===== src/hdl/qvpd_pkg.sv =====
// Shared types, opcode classes and channel helpers for the pixel decoder.
`timescale 1ns / 1ps

package qvpd_pkg;

    localparam int INDEX_ENTRIES = 64;

    // configuration register indexes
    localparam int CFG_IDX_W = 2;
    localparam logic [CFG_IDX_W-1:0] REG_IMAGE_WIDTH  = 2'd0;
    localparam logic [CFG_IDX_W-1:0] REG_IMAGE_HEIGHT = 2'd1;
    localparam logic [CFG_IDX_W-1:0] REG_DATA_LENGTH  = 2'd2;

    // opcode classes
    localparam logic [2:0] K_INDEX    = 3'd0;
    localparam logic [2:0] K_RUN      = 3'd1;
    localparam logic [2:0] K_RUN_LONG = 3'd2;
    localparam logic [2:0] K_DIFF     = 3'd3;
    localparam logic [2:0] K_LUMA     = 3'd4;
    localparam logic [2:0] K_DELTA5   = 3'd5;
    localparam logic [2:0] K_LITERAL  = 3'd6;

    typedef struct packed {
        logic [7:0] alpha;
        logic [7:0] blue;
        logic [7:0] green;
        logic [7:0] red;
    } color_t;

    localparam color_t COLOR_RESET = '{alpha: 8'hFF, blue: 8'h00, green: 8'h00, red: 8'h00};

    // one decoded request handed from the byte stage to the colour stage
    typedef struct packed {
        logic        valid;
        logic        finish;
        logic        emit;
        logic        last;
        logic [7:0]  op;
        logic [31:0] tail;
        logic [31:0] rep;
    } exec_req_t;

    function automatic logic [2:0] op_kind(input logic [7:0] b);
        logic [2:0] k;
        if (b[7:6] == 2'b00)         k = K_INDEX;
        else if (b[7:5] == 3'b010)   k = K_RUN;
        else if (b[7:5] == 3'b011)   k = K_RUN_LONG;
        else if (b[7:6] == 2'b10)    k = K_DIFF;
        else if (b[7:5] == 3'b110)   k = K_LUMA;
        else if (b[7:4] == 4'b1110)  k = K_DELTA5;
        else                         k = K_LITERAL;
        return k;
    endfunction

    function automatic logic [2:0] flag_count(input logic [3:0] f);
        return 3'({2'b0, f[3]} + {2'b0, f[2]} + {2'b0, f[1]} + {2'b0, f[0]});
    endfunction

    function automatic logic [2:0] extra_bytes(input logic [7:0] b);
        logic [2:0] n;
        case (op_kind(b))
            K_RUN_LONG, K_LUMA: n = 3'd1;
            K_DELTA5:           n = 3'd2;
            K_LITERAL:          n = flag_count(b[3:0]);
            default:            n = 3'd0;
        endcase
        return n;
    endfunction

endpackage


===== src/hdl/qvpd_ctrl.sv =====
// Byte stage: opcode gathering, byte and pixel accounting, repeat clipping.
`timescale 1ns / 1ps

module qvpd_ctrl (
    input  logic                aclk,
    input  logic                aresetn,
    input  logic                take,         // request accepted this cycle
    input  logic                load,         // colour stage register may load
    input  logic                recalc,       // rebuild remaining count from total
    input  logic                in_finish,
    input  logic [7:0]          in_byte,
    input  logic [31:0]         total,
    input  logic [31:0]         data_length,
    output logic [7:0]          rd_op,
    output qvpd_pkg::exec_req_t req
);

    logic [31:0]         consumed_reg, consumed_next;
    logic [2:0]          needed_reg, needed_next;
    logic [23:0]         gathered_reg, gathered_next;
    logic [7:0]          pending_reg, pending_next;
    logic [31:0]         emitted_reg, emitted_next;
    logic [31:0]         remaining_reg, remaining_next;
    qvpd_pkg::exec_req_t req_reg, req_next;

    logic        complete;
    logic [7:0]  op_byte;
    logic [31:0] tail;
    logic [13:0] rep_raw;
    logic [31:0] clip;
    logic [2:0]  kind;
    logic [2:0]  n_extra;

    // with nothing pending the byte itself is the opcode and carries no tail
    assign op_byte = (needed_reg == 3'd0) ? in_byte : pending_reg;
    assign tail    = (needed_reg == 3'd0) ? 32'd0 : {gathered_reg, in_byte};
    assign kind    = qvpd_pkg::op_kind(op_byte);
    assign n_extra = qvpd_pkg::extra_bytes(in_byte);

    always_comb begin
        case (kind)
            qvpd_pkg::K_RUN:      rep_raw = 14'({9'b0, op_byte[4:0]} + 14'd1);
            qvpd_pkg::K_RUN_LONG: rep_raw = 14'({1'b0, op_byte[4:0], tail[7:0]} + 14'd33);
            default:              rep_raw = 14'd1;
        endcase
    end

    always_comb begin
        consumed_next  = consumed_reg;
        needed_next    = needed_reg;
        gathered_next  = gathered_reg;
        pending_next   = pending_reg;
        emitted_next   = emitted_reg;
        remaining_next = remaining_reg;
        req_next       = '0;
        complete       = 1'b0;
        clip           = '0;

        if (recalc) begin
            remaining_next = (total > emitted_reg) ? total - emitted_reg : 32'd0;
        end else if (take) begin
            if (in_finish) begin
                req_next.valid  = 1'b1;
                req_next.finish = 1'b1;
                req_next.emit   = (remaining_reg != 32'd0);
                req_next.last   = 1'b1;
                req_next.rep    = remaining_reg;
                consumed_next   = '0;
                needed_next     = '0;
                gathered_next   = '0;
                pending_next    = '0;
                emitted_next    = '0;
                remaining_next  = total;
            end else if (needed_reg == 3'd0) begin
                // new opcode only while data and pixels are left
                if (remaining_reg != 32'd0 && consumed_reg < data_length) begin
                    consumed_next = consumed_reg + 32'd1;
                    pending_next  = in_byte;
                    needed_next   = n_extra;
                    gathered_next = '0;
                    if (n_extra == 3'd0) begin
                        complete = 1'b1;
                    end
                end
            end else begin
                if (consumed_reg != '1) consumed_next = consumed_reg + 32'd1;
                needed_next = needed_reg - 3'd1;
                if (needed_reg != 3'd1) begin
                    gathered_next = {gathered_reg[15:0], in_byte};
                end else begin
                    complete      = 1'b1;
                    gathered_next = '0;
                end
            end

            if (complete) begin
                req_next.valid = 1'b1;
                req_next.emit  = (remaining_reg != 32'd0);
                req_next.op    = op_byte;
                req_next.tail  = tail;
                if ({18'b0, rep_raw} >= remaining_reg) begin
                    clip          = remaining_reg;
                    req_next.last = 1'b1;
                end else begin
                    clip = {18'b0, rep_raw};
                end
                req_next.rep   = clip;
                remaining_next = remaining_reg - clip;
                emitted_next   = emitted_reg + clip;
            end
        end
    end

    assign rd_op = op_byte;
    assign req   = req_reg;

    always_ff @(posedge aclk) begin
        if (!aresetn) begin
            consumed_reg  <= '0;
            needed_reg    <= '0;
            gathered_reg  <= '0;
            pending_reg   <= '0;
            emitted_reg   <= '0;
            remaining_reg <= '0;
            req_reg       <= '0;
        end else begin
            consumed_reg  <= consumed_next;
            needed_reg    <= needed_next;
            gathered_reg  <= gathered_next;
            pending_reg   <= pending_next;
            emitted_reg   <= emitted_next;
            remaining_reg <= remaining_next;
            if (load) req_reg <= req_next;
        end
    end

endmodule


===== src/hdl/qvpd_color.sv =====
// Colour stage: current colour, hashed colour table memory and pixel result.
`timescale 1ns / 1ps

module qvpd_color #(
    parameter int INDEX_ENTRIES = qvpd_pkg::INDEX_ENTRIES
) (
    input  logic                aclk,
    input  logic                aresetn,
    input  logic                load,       // a new request enters this stage
    input  logic                en,         // the request here is executed
    input  logic [7:0]          rd_op,
    input  qvpd_pkg::exec_req_t req,
    output logic                res_valid,
    output qvpd_pkg::color_t    res_color,
    output logic [31:0]         res_rep,
    output logic                res_last
);

    localparam int IDX_W = $clog2(INDEX_ENTRIES);

    qvpd_pkg::color_t idx_mem [INDEX_ENTRIES];
    qvpd_pkg::color_t rd_data_reg;
    logic [INDEX_ENTRIES-1:0] valid_reg;
    qvpd_pkg::color_t color_reg;
    logic             fwd_valid_reg;
    logic [IDX_W-1:0] fwd_addr_reg;
    qvpd_pkg::color_t fwd_data_reg;

    qvpd_pkg::color_t entry, cur, color_new;
    logic [IDX_W-1:0] rd_addr, hash;
    logic [7:0]       hbyte;
    logic             wr;
    logic [2:0]       n;

    function automatic logic [7:0] pick(input logic [31:0] t, input logic [1:0] k);
        return t[{k, 3'b000} +: 8];
    endfunction

    assign rd_addr = req.op[IDX_W-1:0];

    // last write is forwarded when it lands on the entry read alongside it
    always_comb begin
        if (fwd_valid_reg && fwd_addr_reg == rd_addr) entry = fwd_data_reg;
        else if (valid_reg[rd_addr])                  entry = rd_data_reg;
        else                                          entry = '0;
    end

    always_comb begin
        cur       = color_reg;
        color_new = color_reg;
        n         = qvpd_pkg::flag_count(req.op[3:0]);
        case (qvpd_pkg::op_kind(req.op))
            qvpd_pkg::K_INDEX: color_new = entry;
            qvpd_pkg::K_DIFF: begin
                color_new.red   = cur.red   + {{6{req.op[5]}}, req.op[5:4]};
                color_new.green = cur.green + {{6{req.op[3]}}, req.op[3:2]};
                color_new.blue  = cur.blue  + {{6{req.op[1]}}, req.op[1:0]};
            end
            qvpd_pkg::K_LUMA: begin
                color_new.red   = cur.red   + {{3{req.op[4]}}, req.op[4:0]};
                color_new.green = cur.green + {{4{req.tail[7]}}, req.tail[7:4]};
                color_new.blue  = cur.blue  + {{4{req.tail[3]}}, req.tail[3:0]};
            end
            qvpd_pkg::K_DELTA5: begin
                color_new.red   = cur.red   + {{3{req.op[3]}}, req.op[3:0], req.tail[15]};
                color_new.green = cur.green + {{3{req.tail[14]}}, req.tail[14:10]};
                color_new.blue  = cur.blue  + {{3{req.tail[9]}}, req.tail[9:5]};
                color_new.alpha = cur.alpha + {{3{req.tail[4]}}, req.tail[4:0]};
            end
            qvpd_pkg::K_LITERAL: begin
                // literal bytes arrive r, g, b, a; the first sits highest in the tail
                if (req.op[3]) begin n = n - 3'd1; color_new.red   = pick(req.tail, n[1:0]); end
                if (req.op[2]) begin n = n - 3'd1; color_new.green = pick(req.tail, n[1:0]); end
                if (req.op[1]) begin n = n - 3'd1; color_new.blue  = pick(req.tail, n[1:0]); end
                if (req.op[0]) begin n = n - 3'd1; color_new.alpha = pick(req.tail, n[1:0]); end
            end
            default: color_new = cur;
        endcase
    end

    assign hbyte = color_new.red ^ color_new.green ^ color_new.blue ^ color_new.alpha;
    assign hash  = hbyte[IDX_W-1:0];
    assign wr    = en && req.valid && !req.finish;

    assign res_valid = req.valid && req.emit;
    assign res_color = req.finish ? color_reg : color_new;
    assign res_rep   = req.rep;
    assign res_last  = req.last;

    always_ff @(posedge aclk) begin
        if (load) rd_data_reg <= idx_mem[rd_op[IDX_W-1:0]];
        if (wr)   idx_mem[hash] <= color_new;
    end

    always_ff @(posedge aclk) begin
        if (en) begin
            fwd_addr_reg <= hash;
            fwd_data_reg <= color_new;
        end
    end

    always_ff @(posedge aclk) begin
        if (!aresetn) begin
            valid_reg     <= '0;
            color_reg     <= qvpd_pkg::COLOR_RESET;
            fwd_valid_reg <= 1'b0;
        end else if (en) begin
            fwd_valid_reg <= wr;
            if (req.valid) begin
                if (req.finish) begin
                    color_reg <= qvpd_pkg::COLOR_RESET;
                    valid_reg <= '0;
                end else begin
                    color_reg       <= color_new;
                    valid_reg[hash] <= 1'b1;
                end
            end
        end
    end

endmodule


===== src/hdl/qoi_variant_pixel_decoder.sv =====
// Top level of the seven-opcode QOI-style pixel decoder with BGRA run output.
//
// Compressed bytes enter on the s_ stream, one per request; s_tuser set marks a
// finish request that fills the rest of the image with the current colour and
// resets the colour, the table and all counters. Each completed opcode gives one
// BGRA pixel with a repeat count on the m_ stream; m_tlast flags the pixels that
// complete the image. The user must write image size and data length on the cfg_
// port only while the block is idle; the block does not enforce it. cfg_ready is
// always high. Throughput: one byte per cycle unless the output stalls or a
// count rebuild holds the input. Accepting the byte that completes an opcode
// loads the colour stage register, then the colour stage runs it against the
// table and loads the output register that drives m_tvalid. The input stays
// ready while the output register holds an untaken result, as long as the
// colour stage register is free; a stalled receiver then holds both.
// After reset, and for one cycle after every configuration write, s_tready is
// low while the remaining pixel count is rebuilt. Reset clears the table valid
// bits at once, so the table reads as all zero with no clearing pass.
`timescale 1ns / 1ps

module qoi_variant_pixel_decoder #(
    parameter int INDEX_ENTRIES = qvpd_pkg::INDEX_ENTRIES
) (
    input  logic        aclk,
    input  logic        aresetn,
    input  logic        s_tvalid,
    output logic        s_tready,
    input  logic [7:0]  s_tdata,    // [7:0] data_byte
    input  logic        s_tuser,    // [0] opcode (1 = finish)
    output logic        m_tvalid,
    input  logic        m_tready,
    output logic [63:0] m_tdata,    // blue, green, red, alpha, repeat_count[31:0]
    output logic        m_tlast,    // image_done
    input  logic        cfg_valid,
    output logic        cfg_ready,
    input  logic [qvpd_pkg::CFG_IDX_W-1:0] cfg_index,
    input  logic [31:0] cfg_data
);

    logic [15:0] width_reg, width_next;
    logic [15:0] height_reg, height_next;
    logic [31:0] dlen_reg, dlen_next;
    logic [31:0] total_reg, total_next;
    logic        recalc_reg;
    logic        m_tvalid_reg;
    logic [63:0] m_tdata_reg;
    logic        m_tlast_reg;

    logic                en, load, take, cfg_take;
    logic [7:0]          rd_op;
    qvpd_pkg::exec_req_t req;
    logic                res_valid, res_last;
    qvpd_pkg::color_t    res_color;
    logic [31:0]         res_rep;

    assign en       = !m_tvalid_reg || m_tready;
    assign load     = en || !req.valid;
    assign s_tready = load && !recalc_reg;
    assign take     = s_tvalid && s_tready;
    assign cfg_ready = 1'b1;
    assign cfg_take  = cfg_valid;

    always_comb begin
        width_next  = width_reg;
        height_next = height_reg;
        dlen_next   = dlen_reg;
        if (cfg_take) begin
            unique case (cfg_index)
                qvpd_pkg::REG_IMAGE_WIDTH:  width_next  = cfg_data[15:0];
                qvpd_pkg::REG_IMAGE_HEIGHT: height_next = cfg_data[15:0];
                qvpd_pkg::REG_DATA_LENGTH:  dlen_next   = cfg_data;
                default: ;
            endcase
        end
        total_next = 32'(width_next) * 32'(height_next);
    end

    always_ff @(posedge aclk) begin
        if (!aresetn) begin
            width_reg    <= 16'd1;
            height_reg   <= 16'd1;
            dlen_reg     <= '0;
            total_reg    <= 32'd1;
            recalc_reg   <= 1'b1;
            m_tvalid_reg <= 1'b0;
        end else begin
            width_reg  <= width_next;
            height_reg <= height_next;
            dlen_reg   <= dlen_next;
            total_reg  <= total_next;
            recalc_reg <= cfg_take;
            if (en) m_tvalid_reg <= res_valid && en && req.valid;
        end
    end

    always_ff @(posedge aclk) begin
        if (en && res_valid) begin
            m_tdata_reg <= {res_rep, res_color.alpha, res_color.red,
                            res_color.green, res_color.blue};
            m_tlast_reg <= res_last;
        end
    end

    assign m_tvalid = m_tvalid_reg;
    assign m_tdata  = m_tdata_reg;
    assign m_tlast  = m_tlast_reg;

    qvpd_ctrl u_ctrl (
        .aclk        (aclk),
        .aresetn     (aresetn),
        .take        (take),
        .load        (load),
        .recalc      (recalc_reg),
        .in_finish   (s_tuser),
        .in_byte     (s_tdata),
        .total       (total_reg),
        .data_length (dlen_reg),
        .rd_op       (rd_op),
        .req         (req)
    );

    qvpd_color #(
        .INDEX_ENTRIES (INDEX_ENTRIES)
    ) u_color (
        .aclk      (aclk),
        .aresetn   (aresetn),
        .load      (load),
        .en        (en),
        .rd_op     (rd_op),
        .req       (req),
        .res_valid (res_valid),
        .res_color (res_color),
        .res_rep   (res_rep),
        .res_last  (res_last)
    );

endmodule


===== config.mk =====
export PLATFORM = sky130hd
export DESIGN_NAME = qoi_variant_pixel_decoder
export DESIGN_NICKNAME = d
export VERILOG_FILES = /design/src/hdl/qvpd_pkg.sv /design/src/hdl/qvpd_ctrl.sv /design/src/hdl/qvpd_color.sv /design/src/hdl/qoi_variant_pixel_decoder.sv
export SDC_FILE = /design/constraint.sdc
export NUM_CORES = 2
export LEC_CHECK = 0
export ABC_CLOCK_PERIOD_IN_PS = 10300
export BUFFER_PORTS_ARGS = -buffer_cell sky130_fd_sc_hd__buf_2
export CORE_ASPECT_RATIO = 0.5
export CORE_MARGIN = 2
export CORE_UTILIZATION = 55
export DETAILED_ROUTE_END_ITERATION = 6
export GPL_TIMING_DRIVEN = 0
export PLACE_DENSITY = 0.75
export SETUP_SLACK_MARGIN = 0.15
export SLEW_MARGIN = 20
export SYNTH_ARGS = -nofsm -noshare
export SYNTH_HDL_FRONTEND = slang
export SYNTH_SLANG_ARGS = --single-unit

===== constraint.sdc =====
create_clock -name aclk -period 10.3 [get_ports aclk]
set_input_delay 2.06 -clock aclk [delete_from_list [all_inputs] [get_ports aclk]]
set_output_delay 2.06 -clock aclk [all_outputs]
set_load 0.005 [all_outputs]

== Yosys cells after proc, flatten, opt, wreduce, memory -nomap -nowiden ==
Memories as Yosys holds them, arrays and structs flattened. A register that Yosys moved wholly into a read port is not among the register bits.
Cells that the tools add are included.

* Input bits: 48
* Output and inout bits: 68
* Memory bits (writable): 2,048
* Word-level logic and storage cells: 233
* Bits in registers: 505
* Memories kept: 1

* Reductions and logical operators: 38
* $lt $le $gt $ge: 6
* Shift operators: 4
* Mux-type cells: 88
* $add $sub $neg: 27
* Multiply operators: 1
* Bitwise logic cells: 5
* Equal/unequal tests: 31

{| class="wikitable"
|+ Memory list
! memory !! depth !! width !! read ports !! clocked after memory_dff !! wr ports !! RTL line !! source
|-
| u_color.idx_mem || 64 || 32 || 1 || 1 || 1 || qvpd_color.sv:21 || <nowiki>qvpd_pkg::color_t idx_mem [INDEX_ENTRIES];</nowiki>
|}

{| class="wikitable"
|+ Operators with widths
! cell !! number
|-
| $mux W32 || 21
|-
| $mux W76 || 2
|-
| $shiftx A32 B6 Y8 || 4
|-
| $pmux W24 S5 || 1
|-
| $mux W24 || 4
|-
| $add A8 B8 Y8 || 10
|-
| $mux W74 || 1
|-
| $mux W16 || 4
|-
| $mux W64 || 1
|-
| $mux W8 || 8
|-
| $or A64 B64 Y64 || 1
|-
| $sub A32 B32 Y32 || 2
|-
| $mux W3 || 18
|-
| $add A32 B1 Y32 const B || 1
|-
| $add A32 B32 Y32 || 1
|-
| $ge A14 B32 Y1 || 1
|-
| $gt A32 B32 Y1 || 1
|-
| $lt A32 B32 Y1 || 1
|-
| $mul A16 B16 Y32 || 1
|-
| $ne A32 B32 Y1 const B || 1
|-
| $reduce_bool A32 Y1 || 1
|-
| $pmux W14 S2 || 1
|-
| $eq A3 B2 Y1 const B || 9
|-
| $eq A3 B3 Y1 const B || 9
|-
| 36 further kinds || 96
|}

== Logic depth before layout (Yosys ltp) ==
* Word-level depth: 26
* Depth in mapped cells: 39

== By module ==
From an unflattened synthesis, not the netlist that was laid out.

* Cell total of the unflattened synthesis: 7,339
* Area, all modules: 116,825.8 sq um

{| class="wikitable"
|+ Modules (own cells, without submodules)
! module !! area each (sq um) !! cells each !! sequential area each (sq um) !! instances
|-
| qvpd_color || 88,707.6 || 4,106 || 65,542.9 || 1
|-
| qvpd_ctrl || 14,442.6 || 1,846 || 4,144.0 || 1
|-
| qoi_variant_pixel_decoder || 13,675.6 || 1,387 || 3,913.8 || 1
|}

== Least setup slack after synthesis ==
No wires, ideal clock.

* Kind: in2reg
* From: in cfg_index[1] in the netlist's numbering
* To: reg total_reg[25]
* Data arrival time: 8.867 ns
* Slack: 1.306 ns
* Setup time: 0.128 ns
* Buffers on the path: 2
* Stages: 24
* Cells stage by stage: nor3b_1 -> clkbuf_1 -> clkbuf_1 -> mux2i_1 -> nor2_1 -> fa_1 -> inv_1 -> fa_1 -> inv_1 -> ha_1 -> fa_1 -> inv_1 -> fa_1 -> inv_1 -> fa_1 -> ha_1 -> a2111oi_0 -> o31ai_1 -> a2111o_1 -> a21boi_0 -> o2111ai_1 -> a21oi_1 -> xor2_1 -> nor2_1

* Cells in the longest elaborated chain, start to end: 4
* Elaborated cells on any way between the ends: 7
* Those cells by class: 1 x mul; 1 x eq/ne; 4 x mux; 1 x reduce/logical

{| class="wikitable"
|+ RTL lines
! item !! RTL line !! source
|-
| start: declaration || qoi_variant_pixel_decoder.sv:35 || <nowiki>input logic [qvpd_pkg::CFG_IDX_W-1:0] cfg_index,</nowiki>
|-
| $eq A2 B1 Y1 or $logic_not A2 Y1 (tied branches) || qoi_variant_pixel_decoder.sv:67 || <nowiki>unique case (cfg_index)</nowiki>
|-
| $mux W16 || qoi_variant_pixel_decoder.sv:67 ||
|-
| $mux W16 || qoi_variant_pixel_decoder.sv:66 || <nowiki>if (cfg_take) begin</nowiki>
|-
| $mul A16 B16 Y32 (*) || qoi_variant_pixel_decoder.sv:74 || <nowiki>total_next = 32'(width_next) * 32'(height_next);</nowiki>
|-
| end signal: assignment || qoi_variant_pixel_decoder.sv:89 || <nowiki>total_reg <= total_next;</nowiki>
|-
| end: declaration || qoi_variant_pixel_decoder.sv:42 || <nowiki>logic [31:0] total_reg, total_next;</nowiki>
|}

Every way passes the cells marked *; elsewhere a longest branch is shown, timed or not.
A chain may end at the register's enable or synchronous reset.

== Worst setup path after layout ==
* From: in s_tdata[2]
* To: reg u_ctrl.remaining_reg[27]

* Cells in the longest elaborated chain, start to end: 14
* Elaborated cells on any way between the ends: 27
* Those cells by class: 6 x add/sub; 1 x order compare; 17 x mux; 3 x reduce/logical

{| class="wikitable"
|+ RTL lines
! item !! RTL line !! source
|-
| start: declaration || qoi_variant_pixel_decoder.sv:27 || <nowiki>input logic [7:0] s_tdata,</nowiki>
|-
| parallel branches: the longest is 14 deep, another holds $ge A14 B32 Y1 || -- ||
|-
| end signal: assignment || qvpd_ctrl.sv:132 || <nowiki>remaining_reg <= remaining_next;</nowiki>
|-
| end: declaration || qvpd_ctrl.sv:23 || <nowiki>logic [31:0] remaining_reg, remaining_next;</nowiki>
|}

Several ways; the timed one is not identified. The select of a mux whose other input is x is not followed.

==> impl_metrics.csv <==
group,metric,value,unit
synthesis,synth-edff-count,2183,
clock_network,cts_buffer_depth,4,
clock_network,cts_tree,"done",
sta,hold_viol,0,
placement,dp_cells,13390,
floorplan,die_w,661.4,um
global_route,grt_max_degree,66,
finish,fill_cells,16080,
finish,drive_above_1_share,8.294,%
detailed_routing,route.detailed.drc,9,
detailed_routing,vias,89910,
run,max_cap_violations,0,
setup_path,cp-end-kind,"flop",
synthesis,syn_area,118800,sq um
synthesis,synth_cell_type_count,109,
finish,final_common_cell,"nand2_1",
finish,final_cell_mix,"nand2_1 (2,238), edfxtp_1 (2,183), a21oi_1 (763)",
detailed_routing,postRouteAntennaNets,0,
floorplan,fp.dieArea,220000,sq um
setup_path,critPathMaxStageDelay,0.64,ns
sta,tightest_slew,1.422,ns
clock_network,clk_pin_slew,0.07,ns
clock_network,ctsHoldBuffers,0,
setup_path,path_max_fanout,13,
run_status,status,"finished, violations left",
global_route,overflow,0,
finish,largest_reg_flops,2048,
sta,setup_violations,0,
sta,tns,0,ns
global_route,grt_pass1_vias,83920,
setup_path,slowest_stage,"clkbuf_2",
sta,slew_violations,0,
placement,portBuffers,111,
floorplan,core,214400,sq um
global_route,antenna_found_initial,21,
clock_network,cts_sinks,2585,
pwr,cellPowerDensity,175.5,nW/um^2
floorplan,fp-row-count,120,
setup_path,cp.arrival,10.65,ns
clock_network,numCtsBuffers,223,
synthesis,yosysSeqAreaShare,61.93,%
sta,finalClockSkew,0.1015,ns
synthesis,ys_ff_latch,2585,
sta,min_period_over_period,95.88,%
detailed_routing,drt_iter0_drc,14890,
hold_path,hp-class,"flop to flop",
finish,nets,11270,
synthesis,synth_ff_type,"edfxtp_1",
synthesis,async_reset_ff_share,0,%
sta,fin_crit,9.876,ns
floorplan,initial_core_util,55.43,%
finish,instances_no_fill,13830,
global_route,grt_use_total,36.56,%
sta,grt_setup_unrepaired,"no",
floorplan,io_pins,116,
clock_network,clk_latency,0.93,ns
global_route,grt_pass1_wl,579.2,mm
synthesis,syn_avg_cell_area,11.58,sq um
clock_network,root_buffer,"clkbuf_16",
synthesis,syn_inst,10260,
placement,hpwl,297.4,mm
clock_network,cts_max_level,4,
setup_path,start_kind,"primary input",
finish,syn_to_final_growth,12.95,%
pwr,ir_worst_vdd,0.1489,mV
setup_path,critPathRequiredTime,11.07,ns
detailed_routing,wire_per_inst,29.72,um
finish,utilization,62.61,%
floorplan,die_h,332.7,um
detailed_routing,drtPass1Iterations,7,
sta,fmax,0.1013,GHz
synthesis,ys.warnings.count,0,
sta,timing.slew.headroom,4.442,%
run_status,violations,"DRC",
setup_path,crit_type,"primary input to flop",
placement,gp_congestion,1.032,
pwr,leakagePower,48.94,nW
clock_network,cts_setup_buffers,0,
setup_path,cpMostUsedCell,"nand2_1",
setup_path,r2r_slack,0.69,ns
detailed_routing,vias_per_cell,6.503,
detailed_routing,wirelength,411.0,mm
==> metrics by stage <==
stage,hold WS [ns],power (mW),instance area (sq um),worst slack (ns)
after detailed placement,0.4192,14.97,126900,-2.195
after floorplan,0.4081,13.65,118900,1.306
after CTS,0.4255,23.30,134000,0.1788
after global placement,0.4139,14.83,123000,-3.965
after global routing,0.4341,24.04,134200,0.1758
final,0.4274,23.57,134200,0.4240
==> cell usage after synthesis, types with 11 or more instances <==
library cell,count,share of area (%)
or3_1,97,0.51
o221ai_1,109,0.80
nand2_1,2239,7.1
clkbuf_1,493,1.6
nand3_1,579,2.4
xnor2_1,86,0.63
o21ai_0,171,0.72
and2_1,45,0.24
a211o_1,11,0.081
and3_1,114,0.60
nor2b_1,31,0.16
nand4_1,34,0.18
a21o_1,73,0.46
buf_2,21,0.088
mux2i_1,280,2.4
nand2b_1,55,0.29
a311oi_1,81,0.60
inv_1,400,1.3
nor4_1,37,0.19
buf_1,84,0.27
nor2_1,446,1.4
o21bai_1,19,0.12
o22ai_1,49,0.26
o21ai_1,22,0.093
o211ai_1,23,0.15
mux2_2,52,0.49
nor3_1,148,0.62
dfxtp_1,402,6.8
a211oi_1,41,0.26
ha_1,264,2.8
a22oi_1,94,0.59
mux4_2,32,0.61
o21a_1,21,0.13
a221oi_1,38,0.28
a32o_1,18,0.15
edfxtp_1,2183,55
a31oi_1,79,0.42
a21oi_1,765,3.2
fa_1,203,3.4
a22o_1,23,0.17
xor2_1,77,0.57
a221o_1,13,0.11
o31ai_1,17,0.11
==> layout make-up <==
class                   instances  area [sq um]  share of cell area (%)
clock buffers                 283          5941                   4.426
plain buffers                 612          2489                   1.854
repair buffers                255          3595                   2.678
diodes                         35         87.58                 0.06525
clock inverters               112          1200                  0.8939
inverters                     403          1530                   1.140
well taps                    2867          3587                   2.672
multi-input cells            6674         42210                   31.44
flip-flops and latches       2585         73600                   54.83
==> critical path: cells and delay by family <==
family	cells	cell delay (ns)
compound gates	11	2.88
simple gates	9	2.72
buf+inv	4	1.58
fa+ha+maj	2	0.59
mux	1	0.48
xor+xnor	2	0.28
==> metal layers <==
metal	track usage, %	share of wire, %	wire length, um	vias to the layer above
li1	-	-	-	38060
met1	48.13	36	148100	43840
met2	52.42	42	172500	6765
met3	13.19	15	62320	1223
met4	20.72	6.7	27370	23
met5	0.8467	0.15	633	-
==> kinds of logic after synthesis <==
kind of cell               count (synthesis)  synth area share (%)
AOI/OAI and AO/OA                       1768                 9.549
xor gates and xnor gates                 171                 1.341
adders and majority gates                467                 6.199
buffers and inverters                   1019                 3.337
DFF                                     2585                 61.93
muxes                                    365                 3.476
other                                      2              0.006319
and+or+nand+nor                         3886                 14.16
==> power breakdown <==
group	internal (mW)	total [mW]	switching [mW]	leakage [nW]
clock	4.67	8.60	3.92	3.48
combinational	0.982	3.36	2.37	21.4
sequential	11.5	11.6	0.139	24.1
total	17.1	23.6	6.44	48.9
==> worst paths after layout <==
path              cells after the start                                    end                         startpoint
setup / recovery                     29  u_ctrl.remaining_reg[27]$_SDFFE_PN0P_                         s_tdata[2]
hold reg to reg                       0                  m_tdata[44]$_DFFE_PP_        u_ctrl.req[12]$_SDFFE_PN0N_
hold / removal                        0                  m_tdata[44]$_DFFE_PP_        u_ctrl.req[12]$_SDFFE_PN0N_
setup reg to reg                     35  u_ctrl.remaining_reg[27]$_SDFFE_PN0P_  u_ctrl.needed_reg[0]$_SDFFE_PN0P_
==> what timing repair did <==
item                                    4_1_cts  5_1_grt
resized for setup                            10       19
endpoints found under the setup margin       46       32
pin swaps                                     0        1
hold endpoints to repair                      0        0
Note: power is estimated with default switching activity, not from simulation.
